--- src/rtl/maf_pkg.sv ---
package maf_pkg;

    // Window and sample geometry
    localparam int MAX_WINDOW  = 256;
    localparam int SAMPLE_BITS = 16;
    localparam int ADDR_W      = $clog2(MAX_WINDOW);
    localparam int FILL_W      = $clog2(MAX_WINDOW + 1);
    localparam int DEPTH_W     = 9;
    localparam int SUM_W       = SAMPLE_BITS + ADDR_W + 1;
    localparam int FRAC_BITS   = 8;
    localparam int AVG_W       = 24;
    localparam int TIME_W      = 48;

    // Divider geometry: |sum| scaled by the fraction bits, remainder one bit wider than n
    localparam int DVD_W = SUM_W + FRAC_BITS;
    localparam int REM_W = FILL_W + 1;
    localparam int CNT_W = $clog2(DVD_W + 1);

    // Saturation limits of the mean
    localparam logic signed [AVG_W-1:0] AVG_MAX = {1'b0, {(AVG_W-1){1'b1}}};
    localparam logic signed [AVG_W-1:0] AVG_MIN = {1'b1, {(AVG_W-1){1'b0}}};

    // Reset value of the window depth register
    localparam logic [DEPTH_W-1:0] DEPTH_RESET = DEPTH_W'(1);

    typedef enum logic [2:0] {
        S_IDLE,
        S_SLIDE,
        S_RESUM,
        S_DIVST,
        S_DIVW,
        S_OUT
    } t_state;

endpackage

--- src/rtl/moving_average_filter.sv ---
// From acceptance, a sample goes to the divider at once while the window grows; once it
// slides, the oldest sample is subtracted first, and when the depth has changed the
// window is summed afresh. A new sample is taken only after the last mean is loaded into the output
// register; the bit-serial divider (33 steps) and the single ring read port set the pace.
// Reset (synchronous, active low) clears pointer, fill count, sum and control state
// and sets the depth to one; the sample ring is not cleared and needs no sweep.
module moving_average_filter
    import maf_pkg::*;
(
    input  logic                          i_clk,
    input  logic                          i_rst_n,
    input  logic                          i_cfg_wr_en,
    input  logic [DEPTH_W-1:0]            i_cfg_wr_data,
    input  logic                          i_valid,
    output logic                          o_ready,
    input  logic signed [SAMPLE_BITS-1:0] i_sample_value,
    input  logic                          i_capture_start,
    input  logic [TIME_W-1:0]             i_time_offset,
    input  logic [TIME_W-1:0]             i_time_duration,
    output logic                          o_valid,
    input  logic                          i_ready,
    output logic signed [AVG_W-1:0]       o_average_value,
    output logic [TIME_W-1:0]             o_out_offset,
    output logic [TIME_W-1:0]             o_out_duration
);

    t_state r_state, n_state;

    // Filter state
    logic [DEPTH_W-1:0]            r_depth;
    logic [ADDR_W-1:0]             r_wp;
    logic [FILL_W-1:0]             r_fill;
    logic [FILL_W-1:0]             r_nprev;
    logic signed [SUM_W-1:0]       r_sum;

    // Working registers
    logic signed [SUM_W-1:0]       r_acc;
    logic [ADDR_W-1:0]             r_raddr;
    logic [ADDR_W-1:0]             r_left;
    logic                          r_pend;
    logic [TIME_W-1:0]             r_off;
    logic [TIME_W-1:0]             r_dur;

    // Sample ring
    logic signed [SAMPLE_BITS-1:0] r_ring [MAX_WINDOW];
    logic signed [SAMPLE_BITS-1:0] r_rd_data;

    // Output register
    logic                          r_out_valid;
    logic signed [AVG_W-1:0]       r_avg;
    logic [TIME_W-1:0]             r_out_off;
    logic [TIME_W-1:0]             r_out_dur;

    logic                          accept;
    logic                          rd_en;
    logic [ADDR_W-1:0]             rd_addr;
    logic                          div_start;
    logic                          div_done;
    logic signed [AVG_W-1:0]       div_quot;
    logic                          out_load;

    logic [ADDR_W-1:0]             wp_base;
    logic [FILL_W-1:0]             fill_base;
    logic [FILL_W-1:0]             fill_new;
    logic [FILL_W-1:0]             nprev_base;
    logic signed [SUM_W-1:0]       sum_base;
    logic [FILL_W-1:0]             depth_eff;
    logic [FILL_W-1:0]             n_new;
    logic                          is_add;
    logic                          is_slide;
    logic [ADDR_W-1:0]             slide_addr;
    logic signed [SUM_W-1:0]       smp_ext;
    logic signed [SUM_W-1:0]       rd_ext;

    assign accept  = i_valid && o_ready;
    assign smp_ext = SUM_W'(i_sample_value);
    assign rd_ext  = SUM_W'(r_rd_data);

    // Effective depth: zero reads as one, saturate at the ring size
    always_comb begin
        if (r_depth == '0) begin
            depth_eff = FILL_W'(1);
        end else if (32'(r_depth) > MAX_WINDOW) begin
            depth_eff = FILL_W'(MAX_WINDOW);
        end else begin
            depth_eff = FILL_W'(r_depth);
        end
    end

    // Capture start wipes the history before the sample goes in
    assign wp_base    = i_capture_start ? '0 : r_wp;
    assign fill_base  = i_capture_start ? '0 : r_fill;
    assign nprev_base = i_capture_start ? '0 : r_nprev;
    assign sum_base   = i_capture_start ? '0 : r_sum;

    assign fill_new = (fill_base == FILL_W'(MAX_WINDOW)) ? fill_base : fill_base + 1'b1;
    assign n_new    = (depth_eff < fill_new) ? depth_eff : fill_new;

    // Window grew by one: just add. Same size: drop the oldest. Otherwise re-sum.
    assign is_add     = {1'b0, n_new} == ({1'b0, nprev_base} + 1'b1);
    assign is_slide   = n_new == nprev_base;
    assign slide_addr = wp_base - nprev_base[ADDR_W-1:0];

    // Next state
    always_comb begin
        n_state = r_state;
        case (r_state)
            S_IDLE: begin
                if (accept) begin
                    if (is_add) begin
                        n_state = S_DIVST;
                    end else if (is_slide) begin
                        n_state = S_SLIDE;
                    end else begin
                        n_state = S_RESUM;
                    end
                end
            end
            S_SLIDE: n_state = S_DIVST;
            S_RESUM: begin
                if (r_left == '0 && !r_pend) begin
                    n_state = S_DIVST;
                end
            end
            S_DIVST: n_state = S_DIVW;
            S_DIVW: begin
                if (div_done) begin
                    n_state = S_OUT;
                end
            end
            S_OUT: begin
                if (!r_out_valid || i_ready) begin
                    n_state = S_IDLE;
                end
            end
            default: n_state = S_IDLE;
        endcase
    end

    // State outputs
    always_comb begin
        o_ready   = 1'b0;
        rd_en     = 1'b0;
        rd_addr   = slide_addr;
        div_start = 1'b0;
        out_load  = 1'b0;
        case (r_state)
            S_IDLE: begin
                o_ready = 1'b1;
                rd_en   = i_valid && is_slide;
            end
            S_RESUM: begin
                rd_en   = r_left != '0;
                rd_addr = r_raddr;
            end
            S_DIVST: div_start = 1'b1;
            S_OUT:   out_load  = !r_out_valid || i_ready;
            default: ;
        endcase
    end

    always_ff @(posedge i_clk) begin
        if (!i_rst_n) begin
            r_state <= S_IDLE;
        end else begin
            r_state <= n_state;
        end
    end

    // Ring: read-first, one write and one read port
    always_ff @(posedge i_clk) begin
        if (rd_en) begin
            r_rd_data <= r_ring[rd_addr];
        end
        if (accept) begin
            r_ring[wp_base] <= i_sample_value;
        end
    end

    // Configuration
    always_ff @(posedge i_clk) begin
        if (!i_rst_n) begin
            r_depth <= DEPTH_RESET;
        end else if (i_cfg_wr_en) begin
            r_depth <= i_cfg_wr_data;
        end
    end

    // Filter state and re-sum control
    always_ff @(posedge i_clk) begin
        if (!i_rst_n) begin
            r_wp    <= '0;
            r_fill  <= '0;
            r_nprev <= '0;
            r_sum   <= '0;
            r_left  <= '0;
            r_pend  <= 1'b0;
        end else begin
            if (accept) begin
                r_wp    <= wp_base + 1'b1;
                r_fill  <= fill_new;
                r_nprev <= n_new;
                r_left  <= ADDR_W'(n_new - 1'b1);
                r_pend  <= 1'b0;
            end else if (r_state == S_RESUM) begin
                if (rd_en) begin
                    r_left <= r_left - 1'b1;
                end
                r_pend <= rd_en;
            end
            if (r_state == S_DIVST) begin
                r_sum <= r_acc;
            end
        end
    end

    // Accumulator and beat fields
    always_ff @(posedge i_clk) begin
        if (accept) begin
            r_acc   <= (is_add || is_slide) ? sum_base + smp_ext : smp_ext;
            r_raddr <= wp_base - 1'b1;
            r_off   <= i_time_offset;
            r_dur   <= i_time_duration;
        end else if (r_state == S_SLIDE) begin
            r_acc <= r_acc - rd_ext;
        end else if (r_state == S_RESUM) begin
            if (rd_en) begin
                r_raddr <= r_raddr - 1'b1;
            end
            if (r_pend) begin
                r_acc <= r_acc + rd_ext;
            end
        end
    end

    maf_div u_div (
        .i_clk      (i_clk),
        .i_rst_n    (i_rst_n),
        .i_start    (div_start),
        .i_dividend (r_acc),
        .i_divisor  (r_nprev),
        .o_done     (div_done),
        .o_quot     (div_quot)
    );

    // Output register
    always_ff @(posedge i_clk) begin
        if (!i_rst_n) begin
            r_out_valid <= 1'b0;
        end else if (out_load) begin
            r_out_valid <= 1'b1;
        end else if (i_ready) begin
            r_out_valid <= 1'b0;
        end
    end

    always_ff @(posedge i_clk) begin
        if (out_load) begin
            r_avg     <= div_quot;
            r_out_off <= r_off;
            r_out_dur <= r_dur;
        end
    end

    assign o_valid         = r_out_valid;
    assign o_average_value = r_avg;
    assign o_out_offset    = r_out_off;
    assign o_out_duration  = r_out_dur;

endmodule

--- src/rtl/maf_div.sv ---
module maf_div
    import maf_pkg::*;
(
    input  logic                    i_clk,
    input  logic                    i_rst_n,
    input  logic                    i_start,
    input  logic signed [SUM_W-1:0] i_dividend,
    input  logic [FILL_W-1:0]       i_divisor,
    output logic                    o_done,
    output logic signed [AVG_W-1:0] o_quot
);

    logic [CNT_W-1:0]  r_cnt;
    logic [DVD_W-1:0]  r_q;
    logic [REM_W-1:0]  r_rem;
    logic [FILL_W-1:0] r_div;
    logic              r_neg;
    logic              r_done;

    logic [SUM_W-1:0]  mag;
    logic [REM_W-1:0]  shifted;
    logic              ge;
    logic [REM_W-1:0]  n_rem;
    logic              ovf;

    // Magnitude of the dividend; the most negative sum maps to its unsigned value
    assign mag = i_dividend[SUM_W-1] ? SUM_W'(-i_dividend) : i_dividend;

    // One restoring step: bring down the next dividend bit, trial subtract
    assign shifted = {r_rem[REM_W-2:0], r_q[DVD_W-1]};
    assign ge      = shifted >= {1'b0, r_div};
    assign n_rem   = ge ? (shifted - {1'b0, r_div}) : shifted;

    always_ff @(posedge i_clk) begin
        if (!i_rst_n) begin
            r_cnt  <= '0;
            r_done <= 1'b0;
        end else begin
            r_done <= 1'b0;
            if (i_start) begin
                r_cnt <= CNT_W'(DVD_W);
            end else if (r_cnt != '0) begin
                r_cnt <= r_cnt - 1'b1;
                if (r_cnt == CNT_W'(1)) begin
                    r_done <= 1'b1;
                end
            end
        end
    end

    // Datapath, no reset needed
    always_ff @(posedge i_clk) begin
        if (i_start) begin
            r_q   <= {mag, {FRAC_BITS{1'b0}}};
            r_rem <= '0;
            r_div <= i_divisor;
            r_neg <= i_dividend[SUM_W-1];
        end else if (r_cnt != '0) begin
            r_q   <= {r_q[DVD_W-2:0], ge};
            r_rem <= n_rem;
        end
    end

    // Sign and saturation of the quotient
    always_comb begin
        if (r_neg) begin
            ovf = (|r_q[DVD_W-1:AVG_W]) || (r_q[AVG_W-1] && (|r_q[AVG_W-2:0]));
            o_quot = ovf ? AVG_MIN : AVG_W'(-r_q[AVG_W-1:0]);
        end else begin
            ovf = |r_q[DVD_W-1:AVG_W-1];
            o_quot = ovf ? AVG_MAX : AVG_W'(r_q[AVG_W-1:0]);
        end
    end

    assign o_done = r_done;

endmodule
--- config.mk ---
export PLATFORM = sky130hd
export DESIGN_NAME = moving_average_filter
export DESIGN_NICKNAME = d
export VERILOG_FILES = /design/src/rtl/maf_pkg.sv /design/src/rtl/moving_average_filter.sv /design/src/rtl/maf_div.sv
export SDC_FILE = /design/constraint.sdc
export NUM_CORES = 2
export LEC_CHECK = 0
export CAP_MARGIN = 20
export CORE_MARGIN = 2
export CORE_UTILIZATION = 64
export DETAILED_ROUTE_END_ITERATION = 10
export DONT_BUFFER_PORTS = 1
export PLACE_DENSITY_LB_ADDON = 0.05
export SLEW_MARGIN = 20
export SYNTH_ARGS = -nofsm -noshare
export SYNTH_HDL_FRONTEND = slang
export SYNTH_SLANG_ARGS = --single-unit
export TNS_END_PERCENT = 50
--- constraint.sdc ---
create_clock -name i_clk -period 11.2 [get_ports i_clk]
set_input_delay 1.68 -clock i_clk [delete_from_list [all_inputs] [get_ports i_clk]]
set_output_delay 1.68 -clock i_clk [all_outputs]
set_load 0.1 [all_outputs]
# [Word level (Yosys, flattened, before mapping)]
# Memories as Yosys holds them, arrays and structs flattened. A register that Yosys moved wholly into a read port is not among the register bits.
# Cells that the tools add are included.
[classes] n_addsub=15 magnitude_cmp=3 eq_ne=14 mux=46 n_bitwise=2 reduce_logical=30
[op_table] operator="25-bit two-way mux" count=7
[op_table] operator="24-bit two-way mux" count=3
[op_table] operator="8-bit two-way mux" count=9
[op_table] operator="33-bit two-way mux" count=2
[op_table] operator="9-bit two-way mux" count=7
[op_table] operator="25-bit by 16-bit adder with 25-bit output" count=2
[op_table] operator="8-bit by 1-bit subtractor with 8-bit output (second input constant)" count=4
[op_table] operator="25-bit negator" count=1
[op_table] operator="25-bit by 16-bit subtractor with 25-bit output" count=1
[op_table] operator="24-bit negator" count=1
[op_table] operator="23-bit OR reduction" count=1
[op_table] operator="3-bit one-hot mux with 6 select lines" count=1
[op_table] operator="3-bit two-way mux" count=4
[op_table] operator="6-bit two-way mux" count=2
[op_table] operator="9-bit by 1-bit adder with 10-bit output (second input constant)" count=1
[op_table] operator="9-bit by 10-bit == test with 1-bit output" count=1
[op_table] operator="10-bit by 9-bit >= comparator with 1-bit output" count=1
[op_table] operator="10-bit OR reduction" count=1
[op_table] operator="9-bit by 1-bit adder with 9-bit output (second input constant)" count=1
[op_table] operator="9-bit == test" count=1
[op_table] operator="9-bit == test (second input constant)" count=1
[op_table] operator="9-bit greater-than comparator (second input constant)" count=1
[op_table] operator="9-bit logical NOT" count=1
[op_table] operator="9-bit < comparator" count=1
[op_table] operator="other kinds (29)" count=55
[totals] reg_bits=381 ram_bits=4096 out_inout_bits=122 memories=1
[mem_list] name="r_ring" words=256 word_bits=16 rd=1 rd_ports_with_merged_regs=1 write_ports=1 line_no="moving_average_filter.sv:45" rtl="logic signed [SAMPLE_BITS-1:0] r_ring [MAX_WINDOW];"

# [Longest topological paths before layout]
[logic_depth] word_depth=12 ltp_mapped=25

# [Cells and area by module]
# Synthesis repeated with hierarchy kept, for this count alone.
[unflattened] hier_cells=14385 hier_area_um2=183521.0
[modules_own_cells] module="moving_average_filter" n_inst=1 cells_per_inst=13907 area_per_inst_um2=179354.5
[modules_own_cells] module="maf_div" n_inst=1 cells_per_inst=478 area_per_inst_um2=4166.5

# [Worst setup path before layout]
# OpenSTA, ideal clock, no wires.
[synth_path] path_kind="input -> register" from="input i_capture_start" to="register r_rd_data[0] (read register of r_ring) (enable)" setup_time_ps=411 arrival_time_ps=7937 slack_ps=2852 path_stages=21 path_buffers=6 cell_sequence="clkbuf_1 -> clkbuf_1 -> clkbuf_1 -> clkbuf_1 -> clkbuf_1 -> clkbuf_1 -> nand2b_1 -> ha_1 -> or4b_4 -> nor3_1 -> mux2i_1 -> ha_1 -> nand2_1 -> nor2_1 -> a221oi_2 -> o2111ai_1 -> a21o_4 -> mux2i_1 -> xor2_1 -> or4_1 -> o21ai_0"
[synth_via] elab_chain_cells=8 word_cells_on_any_way=13 classes_between="2 x add/sub; 1 x order compare; 2 x eq/ne; 7 x mux; 1 x reduce/logical"
[synth_rtl] item="from (decl)" line_no="moving_average_filter.sv:17" rtl="input logic i_capture_start,"
[synth_rtl] item="9-bit two-way mux" line_no="moving_average_filter.sv:92" rtl="assign fill_base = i_capture_start ? '0 : r_fill;"
[synth_rtl] item="9-bit by 1-bit adder with 9-bit output / 9-bit == test (equally long branches)" line_no="moving_average_filter.sv:96" rtl="assign fill_new = (fill_base == FILL_W'(MAX_WINDOW)) ? fill_base : fill_base + 1'b1;"
[synth_rtl] item="9-bit two-way mux" line_no="moving_average_filter.sv:96"
[synth_rtl] item="9-bit < comparator" line_no="moving_average_filter.sv:97" rtl="assign n_new = (depth_eff < fill_new) ? depth_eff : fill_new;"
[synth_rtl] item="9-bit two-way mux" line_no="moving_average_filter.sv:97"
[synth_rtl] item="9-bit == test *" line_no="moving_average_filter.sv:101" rtl="assign is_slide = n_new == nprev_base;"
[synth_rtl] item="1-bit logical AND *" line_no="moving_average_filter.sv:150" rtl="rd_en = i_valid && is_slide;"
[synth_rtl] item="1-bit one-hot mux with 2 select lines *" line_no="moving_average_filter.sv:147" rtl="case (r_state)"
[synth_rtl] item="net rd_en" line_no="moving_average_filter.sv:55" rtl="logic rd_en;"
[synth_rtl] item="to (decl)" line_no="moving_average_filter.sv:46" rtl="logic signed [SAMPLE_BITS-1:0] r_rd_data;"
# The timed path passes the listed nets; every way through them passes the cells marked *.
# A chain may end at the register's enable or synchronous reset.

# [Worst setup path after layout]
[layout_path] from="input i_capture_start" to="register r_rd_data[6] (read register of r_ring) (data pin)"
[layout_via] elab_chain_cells=8 word_cells_on_any_way=13 classes_between="2 x add/sub; 1 x order compare; 2 x eq/ne; 7 x mux; 1 x reduce/logical"
[layout_rtl] item="9-bit two-way mux" line_no="moving_average_filter.sv:92"
[layout_rtl] item="9-bit by 1-bit adder with 9-bit output / 9-bit == test (equally long branches)" line_no="moving_average_filter.sv:96"
[layout_rtl] item="9-bit two-way mux" line_no="moving_average_filter.sv:96"
[layout_rtl] item="9-bit < comparator" line_no="moving_average_filter.sv:97"
[layout_rtl] item="9-bit two-way mux" line_no="moving_average_filter.sv:97"
[layout_rtl] item="9-bit == test" line_no="moving_average_filter.sv:101"
[layout_rtl] item="1-bit logical AND" line_no="moving_average_filter.sv:150"
[layout_rtl] item="1-bit one-hot mux with 2 select lines" line_no="moving_average_filter.sv:147"
# Parallel ways exist; a longest one is shown, timed or not.

==> results.txt <==
The cell count after synthesis is 10.9k, and the signed area change from the synthesized netlist to the final layout is 10.9%. The post-synth net total is 11.1k, and the total via count after detailed routing is 96.9k. The number of enable-type register cells in the synthesized netlist was 4396. The worst reg-to-reg setup slack was 4.75 ns; the detailed-route DRC error count was 0.

Counting the fill cells in the layout gives 18.4k. After the first detailed-routing iteration, the DRC count stood at 10.3k. Across the VDD grid, the largest voltage drop is 0.321 mV. The tree built by TritonCTS fans out to 4493 sinks.

The tools report the number of CTS-inserted buffers as 444. For the hold slack, the log shows 0.413 ns. The routed design could run at a clock period as short as 6.81 ns.

The type of the tightest min-delay check was flip-flop to flip-flop. TritonCTS built the clock tree. Via count normalized by instance count: 6.31. In this run the critical register-to-register path is launched from r_wp[0]$_SDFFE_PN0P_. After synthesis, flip-flops and latches occupy 71.6% of the total area. In this run the number of H-tree levels came out at 5.

After layout, the worst path uses 60.8% of the clock period. The synthesized netlist contains 82 unique library cells. The share of cells above drive strength 1 is 9.45%.

The placement row count was 198. The residual overflow from global routing was 0. The worst setup path is captured at a flip-flop.

The mean cell area of the mapped netlist was 17.2 sq um. The peak fanout along the critical path came out at 76. The worst setup path is of the input pin to flip-flop kind. Count of endpoints failing setup in the final report: 0. The analysis attributes to cell leakage a power of 85.5 nW. The number of max-slew violations in the final report was 0.

The largest net degree at the start of global routing was 268. The synthesized design contains 4493 register bits. Area of the die: 0.297 sq mm. In this run the count of I/O pins placed on the die edge is 249. The run gives 11.3k as the count of nets after finishing. The detail route stage leaves a number of antenna-violating nets equal to 0.

The global placement routability congestion is 0.863. For hold timing, the worst endpoint is o_out_duration[3]$_DFFE_PP_. The placeable core region was 0.291 sq mm.

The tool flagged a number of max-cap violations equal to 0. The die is 545 microns wide. The number of instances on the worst hold path came out at 0.

For this run, the leading register cell type out of synthesis is sky130_fd_sc_hd__edfxtp_1. Clock-pin slew was measured on the worst setup and hold paths at 0.06 ns. The share of synthesized flip-flops with an asynchronous set or reset was 0%; the count of yosys warnings during synthesis was 0. In this run the clock root is driven by a sky130_fd_sc_hd__clkbuf_16. Total area of multi-input combinational cells: 0.0510 sq mm. Summing all flip-flop and latch instances after layout gives 0.134 sq mm. The logs give 4 for the clock tree buffer depth and 0 for the number of buffers added for setup after CTS. Setup repair after global routing left no endpoint under its margin.

In this run the most critical hold path is launched from r_dur[3]$_DFFE_PP_. The worst setup path is launched from an input pin. At the pin with the least slew margin, the transition time is 1.18 ns. The flow ran to the end, and the final reports show no timing, DRC or antenna violations. For the worst setup path, the data arrival time is 7.49 ns. The setup skew after layout is 0.0671 ns, and the power per cell area is 279 mW/mm^2. The post-cts repair resize count was 0; the routed wire length was 454000 microns. The run gives 94.8k as the number of global-route vias before repair. The first global-routing pass estimated 652000 microns of wire.

The port buffer count is 0. For the worst flop-to-flop path, the logic depth is 17. Summed over all failing endpoints, the final setup total negative slack is 0 ns. Once the floorplan was initialized, standard cells occupied 64.3% of the core.

Buffers inserted to repair hold after CTS numbered 0. Summing every instance area after synthesis gives 0.187 sq mm. The number of iterations in the first detailed-routing pass is 6, and the number of hold violations in the final report is 0. Headroom to the max-slew limit came out at 19.3%. Achievable clock frequency: 0.147 GHz.

The global-route total usage across every layer was 30.3%; the floorplan die height was 545 microns. The post-detailed-placement half-perimeter wirelength came out at 254000 microns. Capture instance of the worst register-to-register path: r_rd_data[6]$_DFFE_PP_. Number of antenna violations at the first check in global routing: 12. The clock network latency to the later pin of the worst-skew pair was 1.00 ns. The run gives 11.88 ns as the required time of the worst setup path.

The routed length per instance was 29.6 microns.
==> routing by layer <==
layer  share of wire (%)  track usage [%]  up-vias
met5              0.0059                0        -
met4                 3.5             10.3        4
met3                 6.9             4.11      671
met2                  48             48.6     3504
met1                  42             43.1    49900
li1                    -                -    42800
==> per-stage QoR <==
stage | power (mW) | util (%) | area, sq um | cells | setup WS [ns]
2_1_floorplan | 34.6 | - | 187000 | 10900 | 2.85
3_3_place_gp | 43.2 | 66.4 | 193000 | 14500 | 2.89
3_5_place_dp | 43.5 | 66.4 | 193000 | 14600 | 3.07
4_1_cts | 58.0 | 71.3 | 207000 | 15400 | 4.10
5_1_grt | 59.9 | 71.3 | 207000 | 15400 | 4.40
6_report | 58.0 | 71.3 | 207000 | 15400 | 4.39
==> sequential cells by signal (all words and copies together), names as in the netlist, 16 cells and up <==
register,count
o_average_value,24
o_out_duration,48
o_out_offset,48
r_acc,25
r_dur,48
r_off,48
r_rd_data,16
r_ring,4096
r_sum,25
u_div.r_q,33
==> kinds of logic (layout without fill, tap and decap cells) <==
logic type	count (synthesis)	in the layout	share of synthesized area [%]
other cells	0	6	0
xor+xnor	136	136	0.645
buf+inv	659	1230	1.33
mux	4112	4112	22.0
fa+ha+maj	89	89	0.611
compound gates	439	439	1.50
simple gates	960	960	2.32
flops	4493	4493	71.6
==> cell usage in the layout (no fill, tap or decap), drive strengths merged, types with 6 or more instances in the layout <==
cell,synthesis,routed
edfxtp,4396,4396
mux2i,4107,4107
clkbuf,376,540
nor2,385,385
buf,209,349
nand2,252,252
clkinv,0,186
a21oi,126,126
o21ai,114,114
dfxtp,97,97
ha,85,85
inv,74,84
xnor2,79,79
nand3,67,67
nor3,57,57
xor2,56,56
nor2b,52,52
bufinv,0,42
nand2b,33,33
clkinvlp,0,29
a211oi,26,26
o311ai,23,23
o31ai,21,21
a31oi,18,18
a21o,18,18
nor4,18,18
o211ai,17,17
nand4,16,16
or3,15,15
and2,13,13
and3,10,10
or2,9,9
a211o,8,8
or4,8,8
o21a,7,7
nor3b,7,7
diode,0,6
a311oi,6,6
==> how the worst max path moves through the flow <==
stage	endpoint	start
finish	r_rd_data[6]$_DFFE_PP_	i_capture_start
global route	r_rd_data[6]$_DFFE_PP_	i_capture_start
CTS	r_rd_data[6]$_DFFE_PP_	i_capture_start
detailed placement	r_rd_data[6]$_DFFE_PP_	i_capture_start
global placement	r_rd_data[12]$_DFFE_PP_	i_capture_start
floorplan	r_rd_data[0]$_DFFE_PP_	i_capture_start
==> power by group <==
group / switching [mW] / internal, mW
registers: 0.473 / 19.1
logic: 14.6 / 9.18
clock network: 6.30 / 8.31
total: 21.4 / 36.6
==> critical path, cell delays in order <==
cell,delay (ns)
sky130_fd_sc_hd__nor2b_1,0.29
sky130_fd_sc_hd__inv_1,0.16
sky130_fd_sc_hd__ha_1,0.23
sky130_fd_sc_hd__inv_1,0.09
sky130_fd_sc_hd__fa_1,0.43
sky130_fd_sc_hd__mux2i_4,0.41
sky130_fd_sc_hd__buf_12,0.34
sky130_fd_sc_hd__buf_4,0.62
sky130_fd_sc_hd__buf_4,0.50
sky130_fd_sc_hd__mux2i_1,0.24
sky130_fd_sc_hd__mux2i_1,0.12
sky130_fd_sc_hd__mux2i_1,0.23
sky130_fd_sc_hd__mux2i_1,0.18
sky130_fd_sc_hd__mux2i_1,0.53
sky130_fd_sc_hd__mux2i_1,0.35
sky130_fd_sc_hd__mux2i_1,0.78
sky130_fd_sc_hd__mux2i_1,0.15
==> cell type report <==
| type | instances | share of cell area (%) |
|---|---|---|
| repair buffers | 349 | 1.46 |
| well taps | 3900 | 2.35 |
| clock inverters | 267 | 1.34 |
| inverters | 74 | 0.136 |
| diodes | 6 | 0.00724 |
| flip-flops and latches | 4493 | 64.6 |
| clock buffers | 540 | 5.56 |
| multi-input cells | 5736 | 24.6 |
==> synth_stat cells (21+ instances only) <==
cell type / n / area share [%]
sky130_fd_sc_hd__a211oi_1: 26 / 0.10
sky130_fd_sc_hd__a21oi_1: 125 / 0.33
sky130_fd_sc_hd__buf_1: 203 / 0.41
sky130_fd_sc_hd__clkbuf_1: 373 / 0.75
sky130_fd_sc_hd__dfxtp_1: 97 / 1.0
sky130_fd_sc_hd__edfxtp_1: 4396 / 71
sky130_fd_sc_hd__ha_1: 85 / 0.57
sky130_fd_sc_hd__inv_1: 72 / 0.14
sky130_fd_sc_hd__mux2i_1: 4106 / 22
sky130_fd_sc_hd__nand2_1: 252 / 0.51
sky130_fd_sc_hd__nand2b_1: 33 / 0.11
sky130_fd_sc_hd__nand3_1: 66 / 0.18
sky130_fd_sc_hd__nor2_1: 385 / 0.77
sky130_fd_sc_hd__nor2b_1: 52 / 0.17
sky130_fd_sc_hd__nor3_1: 57 / 0.15
sky130_fd_sc_hd__o21ai_0: 112 / 0.30
sky130_fd_sc_hd__o31ai_1: 21 / 0.084
sky130_fd_sc_hd__xnor2_1: 79 / 0.37
sky130_fd_sc_hd__xor2_1: 56 / 0.26
Note: power is estimated with default switching activity, not from simulation.
